[src/mhpq_pkg.sv]
// ----------------------------------------------------------------------------
// mhpq_pkg
// Shared constants, codes and types of the max-heap priority queue.
// ----------------------------------------------------------------------------
package mhpq_pkg;

   // sizes
   localparam int CAPACITY    = 128;
   localparam int KEY_W       = 32;
   localparam int STATUS_W    = 2;
   localparam int COUNT_OUT_W = 8;

   // operation codes
   localparam logic FUNC_INSERT = 1'b0;
   localparam logic FUNC_REMOVE = 1'b1;

   // status codes
   localparam logic [STATUS_W-1:0] STATUS_OK    = 2'd0;
   localparam logic [STATUS_W-1:0] STATUS_FULL  = 2'd1;
   localparam logic [STATUS_W-1:0] STATUS_EMPTY = 2'd2;

   // controller states
   typedef enum logic [2:0] {
      ST_IDLE,
      ST_UP_RD,
      ST_UP_CMP,
      ST_REM_LOAD,
      ST_DN_RD,
      ST_DN_CMP,
      ST_TOP_RD,
      ST_TOP_WAIT
   } ctrl_state_type;

   // commands from controller to datapath
   typedef struct packed {
      logic ins_start;
      logic rem_start;
      logic fail_full;
      logic fail_empty;
      logic rd_parent;
      logic up_step;
      logic rem_load;
      logic rd_kids;
      logic dn_step;
      logic place;
      logic rd_top;
      logic publish;
   } dp_cmd_type;

   // status from datapath to controller
   typedef struct packed {
      logic full;
      logic empty;
      logic at_root;
      logic leaf;
      logic up_move;
      logic dn_move;
   } dp_stat_type;

endpackage

[src/mhpq_ctrl.sv]
// ----------------------------------------------------------------------------
// mhpq_ctrl
// Sequencer for insert (sift up) and remove (sift down) items.
// ----------------------------------------------------------------------------
module mhpq_ctrl (
   input  logic                  clock,
   input  logic                  reset,
   input  logic                  start,
   input  logic                  req_func,
   input  mhpq_pkg::dp_stat_type stat,
   output mhpq_pkg::dp_cmd_type  cmd,
   output logic                  busy
);

   mhpq_pkg::ctrl_state_type state_ff;
   mhpq_pkg::ctrl_state_type state_in;

   // state register
   always_ff @(posedge clock) begin
      if (reset) begin
         state_ff <= mhpq_pkg::ST_IDLE;
      end else begin
         state_ff <= state_in;
      end
   end

   // next state and commands
   always_comb begin
      state_in = state_ff;
      cmd      = '0;
      unique case (state_ff)
         mhpq_pkg::ST_IDLE: begin
            if (start) begin
               if (req_func == mhpq_pkg::FUNC_INSERT) begin
                  if (stat.full) begin
                     cmd.fail_full = 1'b1;
                     state_in      = mhpq_pkg::ST_TOP_RD;
                  end else begin
                     cmd.ins_start = 1'b1;
                     state_in      = mhpq_pkg::ST_UP_RD;
                  end
               end else begin
                  if (stat.empty) begin
                     cmd.fail_empty = 1'b1;
                     state_in       = mhpq_pkg::ST_TOP_RD;
                  end else begin
                     cmd.rem_start = 1'b1;
                     state_in      = mhpq_pkg::ST_REM_LOAD;
                  end
               end
            end
         end
         mhpq_pkg::ST_UP_RD: begin
            if (stat.at_root) begin
               cmd.place = 1'b1;
               state_in  = mhpq_pkg::ST_TOP_RD;
            end else begin
               cmd.rd_parent = 1'b1;
               state_in      = mhpq_pkg::ST_UP_CMP;
            end
         end
         mhpq_pkg::ST_UP_CMP: begin
            if (stat.up_move) begin
               cmd.up_step = 1'b1;
               state_in    = mhpq_pkg::ST_UP_RD;
            end else begin
               cmd.place = 1'b1;
               state_in  = mhpq_pkg::ST_TOP_RD;
            end
         end
         mhpq_pkg::ST_REM_LOAD: begin
            cmd.rem_load = 1'b1;
            state_in     = mhpq_pkg::ST_DN_RD;
         end
         mhpq_pkg::ST_DN_RD: begin
            if (stat.leaf) begin
               cmd.place = 1'b1;
               state_in  = mhpq_pkg::ST_TOP_RD;
            end else begin
               cmd.rd_kids = 1'b1;
               state_in    = mhpq_pkg::ST_DN_CMP;
            end
         end
         mhpq_pkg::ST_DN_CMP: begin
            if (stat.dn_move) begin
               cmd.dn_step = 1'b1;
               state_in    = mhpq_pkg::ST_DN_RD;
            end else begin
               cmd.place = 1'b1;
               state_in  = mhpq_pkg::ST_TOP_RD;
            end
         end
         mhpq_pkg::ST_TOP_RD: begin
            cmd.rd_top = 1'b1;
            state_in   = mhpq_pkg::ST_TOP_WAIT;
         end
         mhpq_pkg::ST_TOP_WAIT: begin
            cmd.publish = 1'b1;
            state_in    = mhpq_pkg::ST_IDLE;
         end
         default: begin
            state_in = mhpq_pkg::ST_IDLE;
         end
      endcase
   end

   assign busy = (state_ff != mhpq_pkg::ST_IDLE);

endmodule

[config.mk]
export PLATFORM = sky130hd
export DESIGN_NAME = mhpq_ctrl
export DESIGN_NICKNAME = d
export VERILOG_FILES = /design/src/mhpq_pkg.sv /design/src/mhpq_ctrl.sv
export SDC_FILE = /design/constraint.sdc
export NUM_CORES = 1
export LEC_CHECK = 0
export BUFFER_PORTS_ARGS = -buffer_cell sky130_fd_sc_hd__buf_2
export CAP_MARGIN = 20
export CELL_PAD_IN_SITES_DETAIL_PLACEMENT = 0
export CELL_PAD_IN_SITES_GLOBAL_PLACEMENT = 2
export CORE_MARGIN = 5
export CORE_UTILIZATION = 20
export DETAILED_ROUTE_END_ITERATION = 10
export PLACE_DENSITY = 0.85
export REMOVE_ABC_BUFFERS = 1
export SLEW_MARGIN = 20
export SYNTH_ARGS = -nofsm -noshare
export SYNTH_HDL_FRONTEND = slang
export SYNTH_SLANG_ARGS = --single-unit
[constraint.sdc]
create_clock -name clock -period 1.7 [get_ports clock]
set_clock_uncertainty 0.1 [all_clocks]
set_input_delay 0 -clock clock [delete_from_list [all_inputs] [get_ports clock]]
set_output_delay 0 -clock clock [all_outputs]
set_load 0.01 [all_outputs]
==> results of run 1 <==
## worst max-delay path: stages, from the launching register on
cell and delay (ns):
dfxtp_1 0.44, or3b_1 0.42, a21o_1 0.21, nand2_1 0.05
buf_2 0.12
## cell families (layout without fill, tap and decap cells)
group           count (synthesis)  in the layout  share of synthesized area
xor+xnor                        1              1                     0.0259
flops                           3              3                      0.178
buf+inv                         4             28                     0.0703
mux                             1              1                     0.0296
simple gates                   28             28                      0.556
compound gates                  6              6                      0.141
## report_power, final
group	internal (mW)	switching (mW)	total [mW]
Clock	0.0881	0.0389	0.127
Combinational	0.210	0.204	0.414
Sequential	0.110	0.110	0.220
Total	0.408	0.353	0.760
## synth_stat cells
library cell / n
nand2b_1: 1
a21o_1: 1
or3_1: 2
mux2i_1: 1
nor4b_1: 1
a31oi_1: 1
a21oi_1: 1
and4_2: 1
nor3_1: 3
a31oi_2: 1
o21bai_2: 1
nand3b_1: 2
nand2_1: 3
xor2_1: 1
nor2b_1: 3
dfxtp_1: 3
clkbuf_1: 1
or3b_1: 1
buf_2: 1
nor4b_2: 1
and3b_1: 1
nor2_1: 2
buf_6: 1
nor3b_1: 5
and3_1: 2
inv_1: 1
o21ai_0: 1
## stage by stage
| step | hold slack, ns | cells | power [mW] |
|---|---|---|---|
| 3_3_place_gp | 0.158 | 78 | 0.619 |
| 4_1_cts | 0.00337 | 83 | 0.763 |
| 3_5_place_dp | 0.160 | 78 | 0.624 |
| 5_1_grt | 0.0157 | 83 | 0.820 |
| 6_report | 0.00990 | 83 | 0.760 |
| 2_1_floorplan | -0.0505 | 40 | 0.473 |
## layout by cell type, fill, tap and decap left out, types with 2 or more instances in the layout
cell type,synthesis,final
buf_2,1,22
nor3b_1,5,5
nor2b_1,3,3
nand2_1,3,3
clkbuf_4,0,3
nor2_1,2,2
nand3b_1,2,2
and3_1,2,2
nor3_1,3,2
or3_1,2,2
dfxtp_1,3,2
## timing repair
item                                    CTS  global route
endpoints found under the setup margin    0             2
gates resized for setup                   0             2
hold buffers                              1             0
endpoints found under the hold margin     3             0
## layout make-up
class	instances	area, um2
inverters	1	3.75
fillers	187	1070
clock buffers	4	26.3
repair buffers	23	120
flip-flops and latches	3	61.3
well taps	16	20.0
multi-input cells	36	259
## layer usage
metal,share of wire,vias to the layer above
li1,-,206
met5,0,-
met1,0.43,174
met3,0.075,2
met4,0.021,0
met2,0.48,16
## worst paths after layout
kind	cells after the start	endpoint	start	slack, ns
worst max-delay path	4	cmd[2]	state_ff[0]	0.11
worst min-delay path	3	state_ff[0]	stat[2]	0.01
worst max register to register	3	state_ff[1]	state_ff[0]	0.34
worst min register to register	2	state_ff[1]	state_ff[1]	0.49
==> impl_metrics.yaml, run 1 <==
critical_path:
  timing.setup.critical_path_class: "reg -> out"
  cp_data_required_time_ns: 1.60
  startpoint_type: "flip-flop"
  worstPathArrival_ns: 1.49
  timing.critical_path.fanout_max: 16
  critPathCaptureType: "output port"
layout:
  max_flop_register: "state_ff"
  number_of_flip_flops_under_the_largest_register_name: 3
  area_growth_pct: 45.2
  drive_above_1_share: 0.463
  fin_area_um2: 490
  reg_top3: "state_ff (3)"
  postLayoutCoreUtil: 0.315
  diodes: 0
  final_net_count: 78
global_route:
  globalRouteOverflowTotal: 0
  vias_in_the_first_global_route: 390
  global_route.usage.total: 0.0726
  m3_gr_usage: 0.00581
  largest_net_degree_at_the_start_of_global_routing: 17
  groute.layer.met2.usage: 0.127
  number_of_antenna_violations_at_the_first_check_in_global_routing: 0
  grt.busiest_layer: "met2"
  grtUsageMet1: 0.0718
  grt_pass1_wl_um: 1440
placed_design:
  io_buffer_count: 22
  pre_cts_ws_ns: 0.320
  routabilityCongestion: 0.684
  placedInstanceArea_um2: 448
  dp_hpwl_um: 726
sta:
  final_max_slew_viol_count: 0
  setup_viol_count_final: 0
  postLayoutSetupSlackWorst_ns: 0.112
  slew_headroom: 0.683
  worst_slew_pin_slew_ns: 0.475
  fin_tns_setup_ns: 0
  finalCriticalPeriod_ns: 1.59
  post-route-period-util: 0.934
  grt_setup_unrepaired: "false"
  maximum_operating_frequency_mhz: 630
  finalHoldViolations: 0
detailed_routing:
  dr.pass1.iters: 2
  routed-via-count: 398
  drtAntennaViolNets: 0
  vias_per_cell: 4.80
  routed_wirelength_um: 960
  remaining_drc_errors: 0
  avgRoutedWirePerCell_um: 11.6
  initialDrtViolationCount: 6
hold_path:
  min_delay_worst_type: "in -> reg"
die:
  chipHeight_um: 51.1
  fp-row-count: 14
  floorplan.die_area_mm2: 0.00261
  initial_core_util: 0.217
  fp.coreArea_mm2: 0.00156
  fp.dieW_um: 51.1
  io_pins: 23
clock_network:
  tritoncts_clock_tree: "done"
  htreeDepth: 1
  clock_latency_ns: 0.23
  cts_inserted_buffers: 3
  clock_sink_count: 3
  maximum_root_to_sink_buffer_count: 2
  setup_repair_bufs_after_cts: 0
  root_buffer: "clkbuf_4"
  clkSlewWorstSetupHoldPaths_ns: 0.04
pwr:
  ir_drop_worst_case_vdd_uv: 535
  cellPowerDensity_mw_per_mm2: 1550
  p_leak_nw: 0.249
synth:
  synth_area_um2: 338
  yosysTopAreaCell: "dfxtp_1"
  syn-mean-instance-area_um2: 7.86
  synthesis.instances: 43
  yosys.area.top_type_share: 0.178
  synthTopCellsByArea: "dfxtp_1 (18%), nor3b_1 (11%), nor2b_1 (5.6%)"
  ys_seq_area_frac: 0.178
  synth.distinct_cells: 27
  ys_warn_count: 0
  yosys_register_bits: 3
outcome:
  run_status: "complete, no violations"
run:
  maxCapViolations: 0
(Power assumes the default switching activity.)
==> run 2: changes to the inputs <==
- RECOVER_POWER: not set -> 100
- SLEW_MARGIN: 20 -> not set
==> run 2 against run 1 <==
  * Die area stayed put
  * Hold slack gained 0.0019 ns
  * Largest power group unchanged
  * Sequential power about the same
==> impl_metrics.yaml, run 2 (synthesized netlist as in run 1, its figures left out) <==
die:
  chipHeight_um: 51.1
  fp.coreArea_mm2: 0.00156
  io_pins: 23
  initial_core_util: 0.217
  fp.dieW_um: 51.1
  floorplan.die_area_mm2: 0.00261
  fp-row-count: 14
detailed_routing:
  vias_per_cell: 4.84
  avgRoutedWirePerCell_um: 11.4
  initialDrtViolationCount: 7
  routed-via-count: 402
  dr.pass1.iters: 4
  remaining_drc_errors: 0
  routed_wirelength_um: 948
  drtAntennaViolNets: 0
critical_path:
  cp_num_buf_inv: 1
  worst_reg2reg_setup_slack_ns: 0.31
  timing.critical_path.max_delay_family: "simple AND/OR/NAND/NOR gates"
  cp_cell_sequence: "or3b_1 -> a21o_1 -> nand2_1 -> buf_2"
  timing.critical_path.fanout_max: 16
  worst_reg2reg_path_length_in_cells: 4
  cp_data_required_time_ns: 1.60
  cpPeakStageDelay_ns: 0.44
  timing.setup.critical_path_class: "reg -> out"
  critPathCaptureType: "output port"
  startpoint_type: "flip-flop"
  critical_path_cell_count: 4
  worstPathArrival_ns: 1.49
  cpMaxStageDelayCell: "dfxtp_1"
sta:
  post-route-period-util: 0.933
  finalCriticalPeriod_ns: 1.59
  slew_headroom: 0.685
  grt_setup_unrepaired: "false"
  maximum_operating_frequency_mhz: 631
  setup_viol_count_final: 0
  finalHoldViolations: 0
  fin_tns_setup_ns: 0
  worst_slew_pin_slew_ns: 0.472
  final_max_slew_viol_count: 0
pwr:
  p_sw_frac: 0.469
  p_leak_nw: 0.201
  ir_drop_worst_case_vdd_uv: 526
  pwr-share-seq: 0.295
  cellPowerDensity_mw_per_mm2: 1570
  comb_power_share: 0.534
  internal_portion_of_total_power_uw: 395
  power.net_switching_uw: 349
  clkPwrFrac: 0.171
placed_design:
  routabilityCongestion: 0.684
  dp_hpwl_um: 726
  io_buffer_count: 22
  placedInstanceArea_um2: 448
clock_network:
  maximum_root_to_sink_buffer_count: 2
  clock_sink_count: 3
  cts_inserted_buffers: 3
  root_buffer: "clkbuf_4"
  setup_repair_bufs_after_cts: 0
  clock_latency_ns: 0.23
  htreeDepth: 1
  clkSlewWorstSetupHoldPaths_ns: 0.04
  tritoncts_clock_tree: "done"
global_route:
  number_of_antenna_violations_at_the_first_check_in_global_routing: 0
  global_route.usage.total: 0.0726
  grt_pass1_wl_um: 1440
  vias_in_the_first_global_route: 390
  largest_net_degree_at_the_start_of_global_routing: 17
  globalRouteOverflowTotal: 0
layout:
  number_of_flip_flops_under_the_largest_register_name: 3
  area_growth_pct: 40.0
  diodes: 0
  layout.cells.most_common_list: "clkbuf_1 (12), buf_2 (11), nor3b_1 (5)"
  max_flop_register: "state_ff"
  reg_top3: "state_ff (3)"
  final_common_cell: "clkbuf_1"
  drive_above_1_share: 0.284
  num-fill-cells: 196
  final_net_count: 78
  fin_area_um2: 473
hold_path:
  min_delay_worst_type: "in -> reg"
  holdPathStages: 3
run:
  maxCapViolations: 0
outcome:
  run_status: "complete, no violations"
## run 2: cell types whose count changed in the layout (fill, tap and decap cells not counted)
| cell | before | now |
|---|---|---|
| buf_2 | 22 | 11 |
| clkbuf_1 | 1 | 12 |
| o21bai_1 | 0 | 1 |
| o21bai_2 | 1 | 0 |
## run 2: worst reg2reg max path, delay by kind of cell (launching register included)
kind | cells | cell delay [ns]
flip-flops | 1 | 0.44
AND/OR/NAND/NOR | 2 | 0.31
AO/OA/AOI/OAI | 1 | 0.30
buffers and inverters | 1 | 0.10
## run 2: path summary, 6_finish.rpt
path               startpoint           to
hold / removal        stat[2]  state_ff[0]
hold reg to reg   state_ff[1]  state_ff[1]
setup reg to reg  state_ff[0]  state_ff[0]
setup / recovery  state_ff[0]       cmd[2]
## run 2: timing repair
item | 4_1_cts | 5_1_grt
setup endpoints to repair | 0 | 2
hold buffers | 1 | 0
endpoints found under the hold margin | 3 | 0
gates resized for setup | 0 | 2
## run 2: cell type report
type / instances / area, um2 / share of cell area
multi-input combinational: 36 / 255 / 0.540
timing repair buffer: 23 / 106 / 0.225
sequential: 3 / 61.3 / 0.130
clock buffer: 4 / 26.3 / 0.0556
tap: 16 / 20.0 / 0.0423
inverter: 1 / 3.75 / 0.00794
## run 2: power by group through the flow
stage	combinational [mW]	clock, mW	sequential (mW)
3_3_place_gp	0.409	0	0.210
4_1_cts	0.415	0.134	0.214
5_1_grt	0.435	0.135	0.235
3_5_place_dp	0.411	0	0.213
2_1_floorplan	0.291	0	0.182
6_report	0.397	0.127	0.219
## run 2: layer usage
layer | wire, um | GRT usage | part of all wire | vias up
met3 | 71 | 0.00581 | 0.075 | 2
met5 | 0 | 0 | 0 | -
li1 | - | - | - | 206
met1 | 402 | 0.0718 | 0.42 | 178
met4 | 20 | 0.0807 | 0.021 | 0
met2 | 454 | 0.127 | 0.48 | 16
## run 2: through the flow
stage                     worst slack [ns]  hold WS, ns  utilization  std cells  power, mW
after CTS                           0.0664      0.00337        0.311         83      0.763
final                                0.114       0.0118        0.303         83      0.744
after floorplan                      0.433      -0.0505            -         40      0.473
after global placement               0.335        0.158        0.287         78      0.619
after global routing               0.00834       0.0157        0.303         83      0.805
after detailed placement             0.320        0.160        0.287         78      0.624
==> run 3: changes to the inputs <==
- ABC_AREA: not set -> 1
- CORE_UTILIZATION: 20 -> 18
- PLACE_DENSITY: 0.85 -> 0.84
==> run 3 against run 2 <==
  * Final cell count rose by 43%
  * Setup slack improved by 0.066 ns
  * Synthesized cell count grew 53%
  * Clock power is 4% lower
  * First-iteration DRC count is 57% lower
  * Core utilization shrank 4.2 points
  * Final area increased by 7.1%
  * Global-route usage is 0.54 points lower
  * Critical path type unchanged
  * Largest cell class unchanged
==> impl_metrics.yaml, run 3 <==
outcome:
  run_status: "complete, no violations"
clock_network:
  htreeDepth: 1
  clock_sink_count: 3
  clock_latency_ns: 0.23
  tritoncts_clock_tree: "done"
  clkSlewWorstSetupHoldPaths_ns: 0.04
  cts_inserted_buffers: 3
  root_buffer: "clkbuf_4"
  maximum_root_to_sink_buffer_count: 2
pwr:
  p_total_uw: 774
  cellPowerDensity_mw_per_mm2: 1530
  p_leak_nw: 0.307
  ir_drop_worst_case_vdd_uv: 588
sta:
  slew_headroom: 0.820
  postLayoutSetupSlackWorst_ns: 0.180
  finalHoldViolations: 0
  post-route-period-util: 0.894
  worst_slew_pin_slew_ns: 0.270
  setup_viol_count_final: 0
  grt_setup_unrepaired: "false"
  fin_tns_setup_ns: 0
  maximum_operating_frequency_mhz: 658
  final_max_slew_viol_count: 0
  final.hold.worst_slack_ns: 0.0490
  finalCriticalPeriod_ns: 1.52
die:
  chipHeight_um: 54.8
  fp-row-count: 16
  initial_core_util: 0.186
  floorplan.die_area_mm2: 0.00301
  io_pins: 23
  fp.coreArea_mm2: 0.00194
  fp.dieW_um: 54.8
detailed_routing:
  initialDrtViolationCount: 3
  routed_wirelength_um: 953
  vias_per_cell: 3.72
  wl_met1_um: 444
  avgRoutedWirePerCell_um: 8.01
  remaining_drc_errors: 0
  routed.top_layer: "met3"
  dr.pass1.iters: 4
  met3RoutedLength_um: 140
  drtAntennaViolNets: 0
  detailroute.wirelength.met2_um: 368
  routed-via-count: 443
synth:
  ys_warn_count: 0
  yosysTopAreaCell: "dfxtp_1"
  syn-mean-instance-area_um2: 5.48
  synth.distinct_cells: 14
  yosys_register_bits: 3
  netlist_top_cells_count: "inv_1 (14), nor2_1 (14), nand2_1 (13)"
  synth_enable_flop_cells: 0
  synthTopCellsByArea: "dfxtp_1 (17%), inv_1 (15%), nor2_1 (15%)"
  synthesis.instances: 66
  postSynth.asyncResetShare: 0
  yosys.area.top_type_share: 0.166
  dominantRegCellSynth: "dfxtp_1"
  synth_area_um2: 362
  ys_seq_area_frac: 0.166
critical_path:
  worst_r2r_startpoint: "state_ff[1]"
  cp_num_buf_inv: 2
  worstPathArrival_ns: 1.42
  critPathCaptureType: "output port"
  timing.critical_path.fanout_max: 8
  worst_reg2reg_setup_slack_ns: 0.37
  worst_reg2reg_path_length_in_cells: 7
  cpMaxStageDelayCell: "dfxtp_1"
  cp_data_required_time_ns: 1.60
  timing.setup.critical_path_class: "reg -> out"
  cp_cell_sequence: "nor2_1 -> nand2_4 -> inv_1 -> nand2_1 -> nor3_1 -> clkbuf_1"
  startpoint_type: "flip-flop"
  regToRegEndpoint: "state_ff[1]"
  timing.critical_path.max_delay_family: "simple AND/OR/NAND/NOR gates"
  cpPeakStageDelay_ns: 0.37
global_route:
  number_of_antenna_violations_at_the_first_check_in_global_routing: 0
  globalRouteOverflowTotal: 0
  vias_in_the_first_global_route: 398
  largest_net_degree_at_the_start_of_global_routing: 9
  global_route.usage.total: 0.0673
  grt_pass1_wl_um: 1480
placed_design:
  placedInstanceArea_um2: 494
  dp_hpwl_um: 851
  io_buffer_count: 22
  pre_cts_ws_ns: 0.334
  routabilityCongestion: 0.812
  dp_cells: 114
layout:
  drive_above_1_share: 0.217
  area_growth_pct: 40.1
  postLayoutCoreUtil: 0.261
  num-fill-cells: 250
  number_of_flip_flops_under_the_largest_register_name: 3
  layout.cells.most_common_list: "inv_1 (15), nor2_1 (15), nand2_1 (13)"
  reg_top3: "state_ff (3)"
  max_flop_register: "state_ff"
  fin_area_um2: 507
  final_net_count: 103
  final_instance_count_without_filler_cells: 119
  diodes: 0
hold_path:
  min_delay_worst_type: "in -> reg"
  min_delay_worst_endpoint: "state_ff[2]"
  hold_path_startpoint: "start"
  holdPathStages: 4
run:
  maxCapViolations: 0
## run 3: cell types whose count changed after synthesis, sizes merged, moves of 2 or more
cell | previous run | this run
inv | 1 | 16
nor2 | 2 | 15
nand2 | 3 | 15
nand3 | 0 | 7
nor3b | 5 | 0
nand4 | 0 | 3
nor2b | 3 | 0
a31oi | 2 | 0
and3 | 2 | 0
nor4b | 2 | 0
or3 | 2 | 0
## run 3: area by class of cell
type / count / area [um2] / area share
Sequential cell: 3 / 60.1 / 0.119
Clock buffer: 4 / 26.3 / 0.0519
Tap cell: 27 / 33.8 / 0.0667
Multi-Input combinational cell: 46 / 218 / 0.430
Timing Repair Buffer: 23 / 109 / 0.215
Inverter: 16 / 60.1 / 0.119
## run 3: timing repair
item                                   in CTS  in global routing
endpoints found under the hold margin       2                  0
gates resized for setup                     0                  0
hold buffers                                1                  0
setup buffers                               0                  0
## run 3: logic make-up after synthesis
kind of cell | Yosys count | synth area share
simple gates | 46 | 0.637
buf+inv | 17 | 0.197
flops | 3 | 0.166
## run 3: where the power goes
part           internal, mW  switching, mW  leakage, nW
clock network        0.0878         0.0340       0.0150
logic                 0.187          0.307        0.267
registers             0.104         0.0533       0.0248
## run 3: metal layers
layer	global-route usage	vias up
li1	-	254
met4	0.0249	0
met2	0.110	19
met3	0.0218	0
met1	0.0806	170
met5	0	-
## run 3: worst min-delay path: stages
cell and delay, ns:
buf_2 0.09, or2_4 0.12, nand2_4 0.04, nor2_1 0.08
## run 3: worst max-delay path by stage
| stage | startpoint | end | slack (ns) | depth (start not counted) |
|---|---|---|---|---|
| after floorplan | state_ff[1] | state_ff[1] | 0.50 | 7 |
| after global placement | state_ff[1] | state_ff[1] | 0.34 | 7 |
| after detailed placement | state_ff[1] | state_ff[1] | 0.33 | 7 |
| after CTS | state_ff[1] | cmd[2] | 0.16 | 6 |
| after global routing | state_ff[1] | cmd[9] | 0.04 | 6 |
| final | state_ff[1] | cmd[8] | 0.18 | 6 |
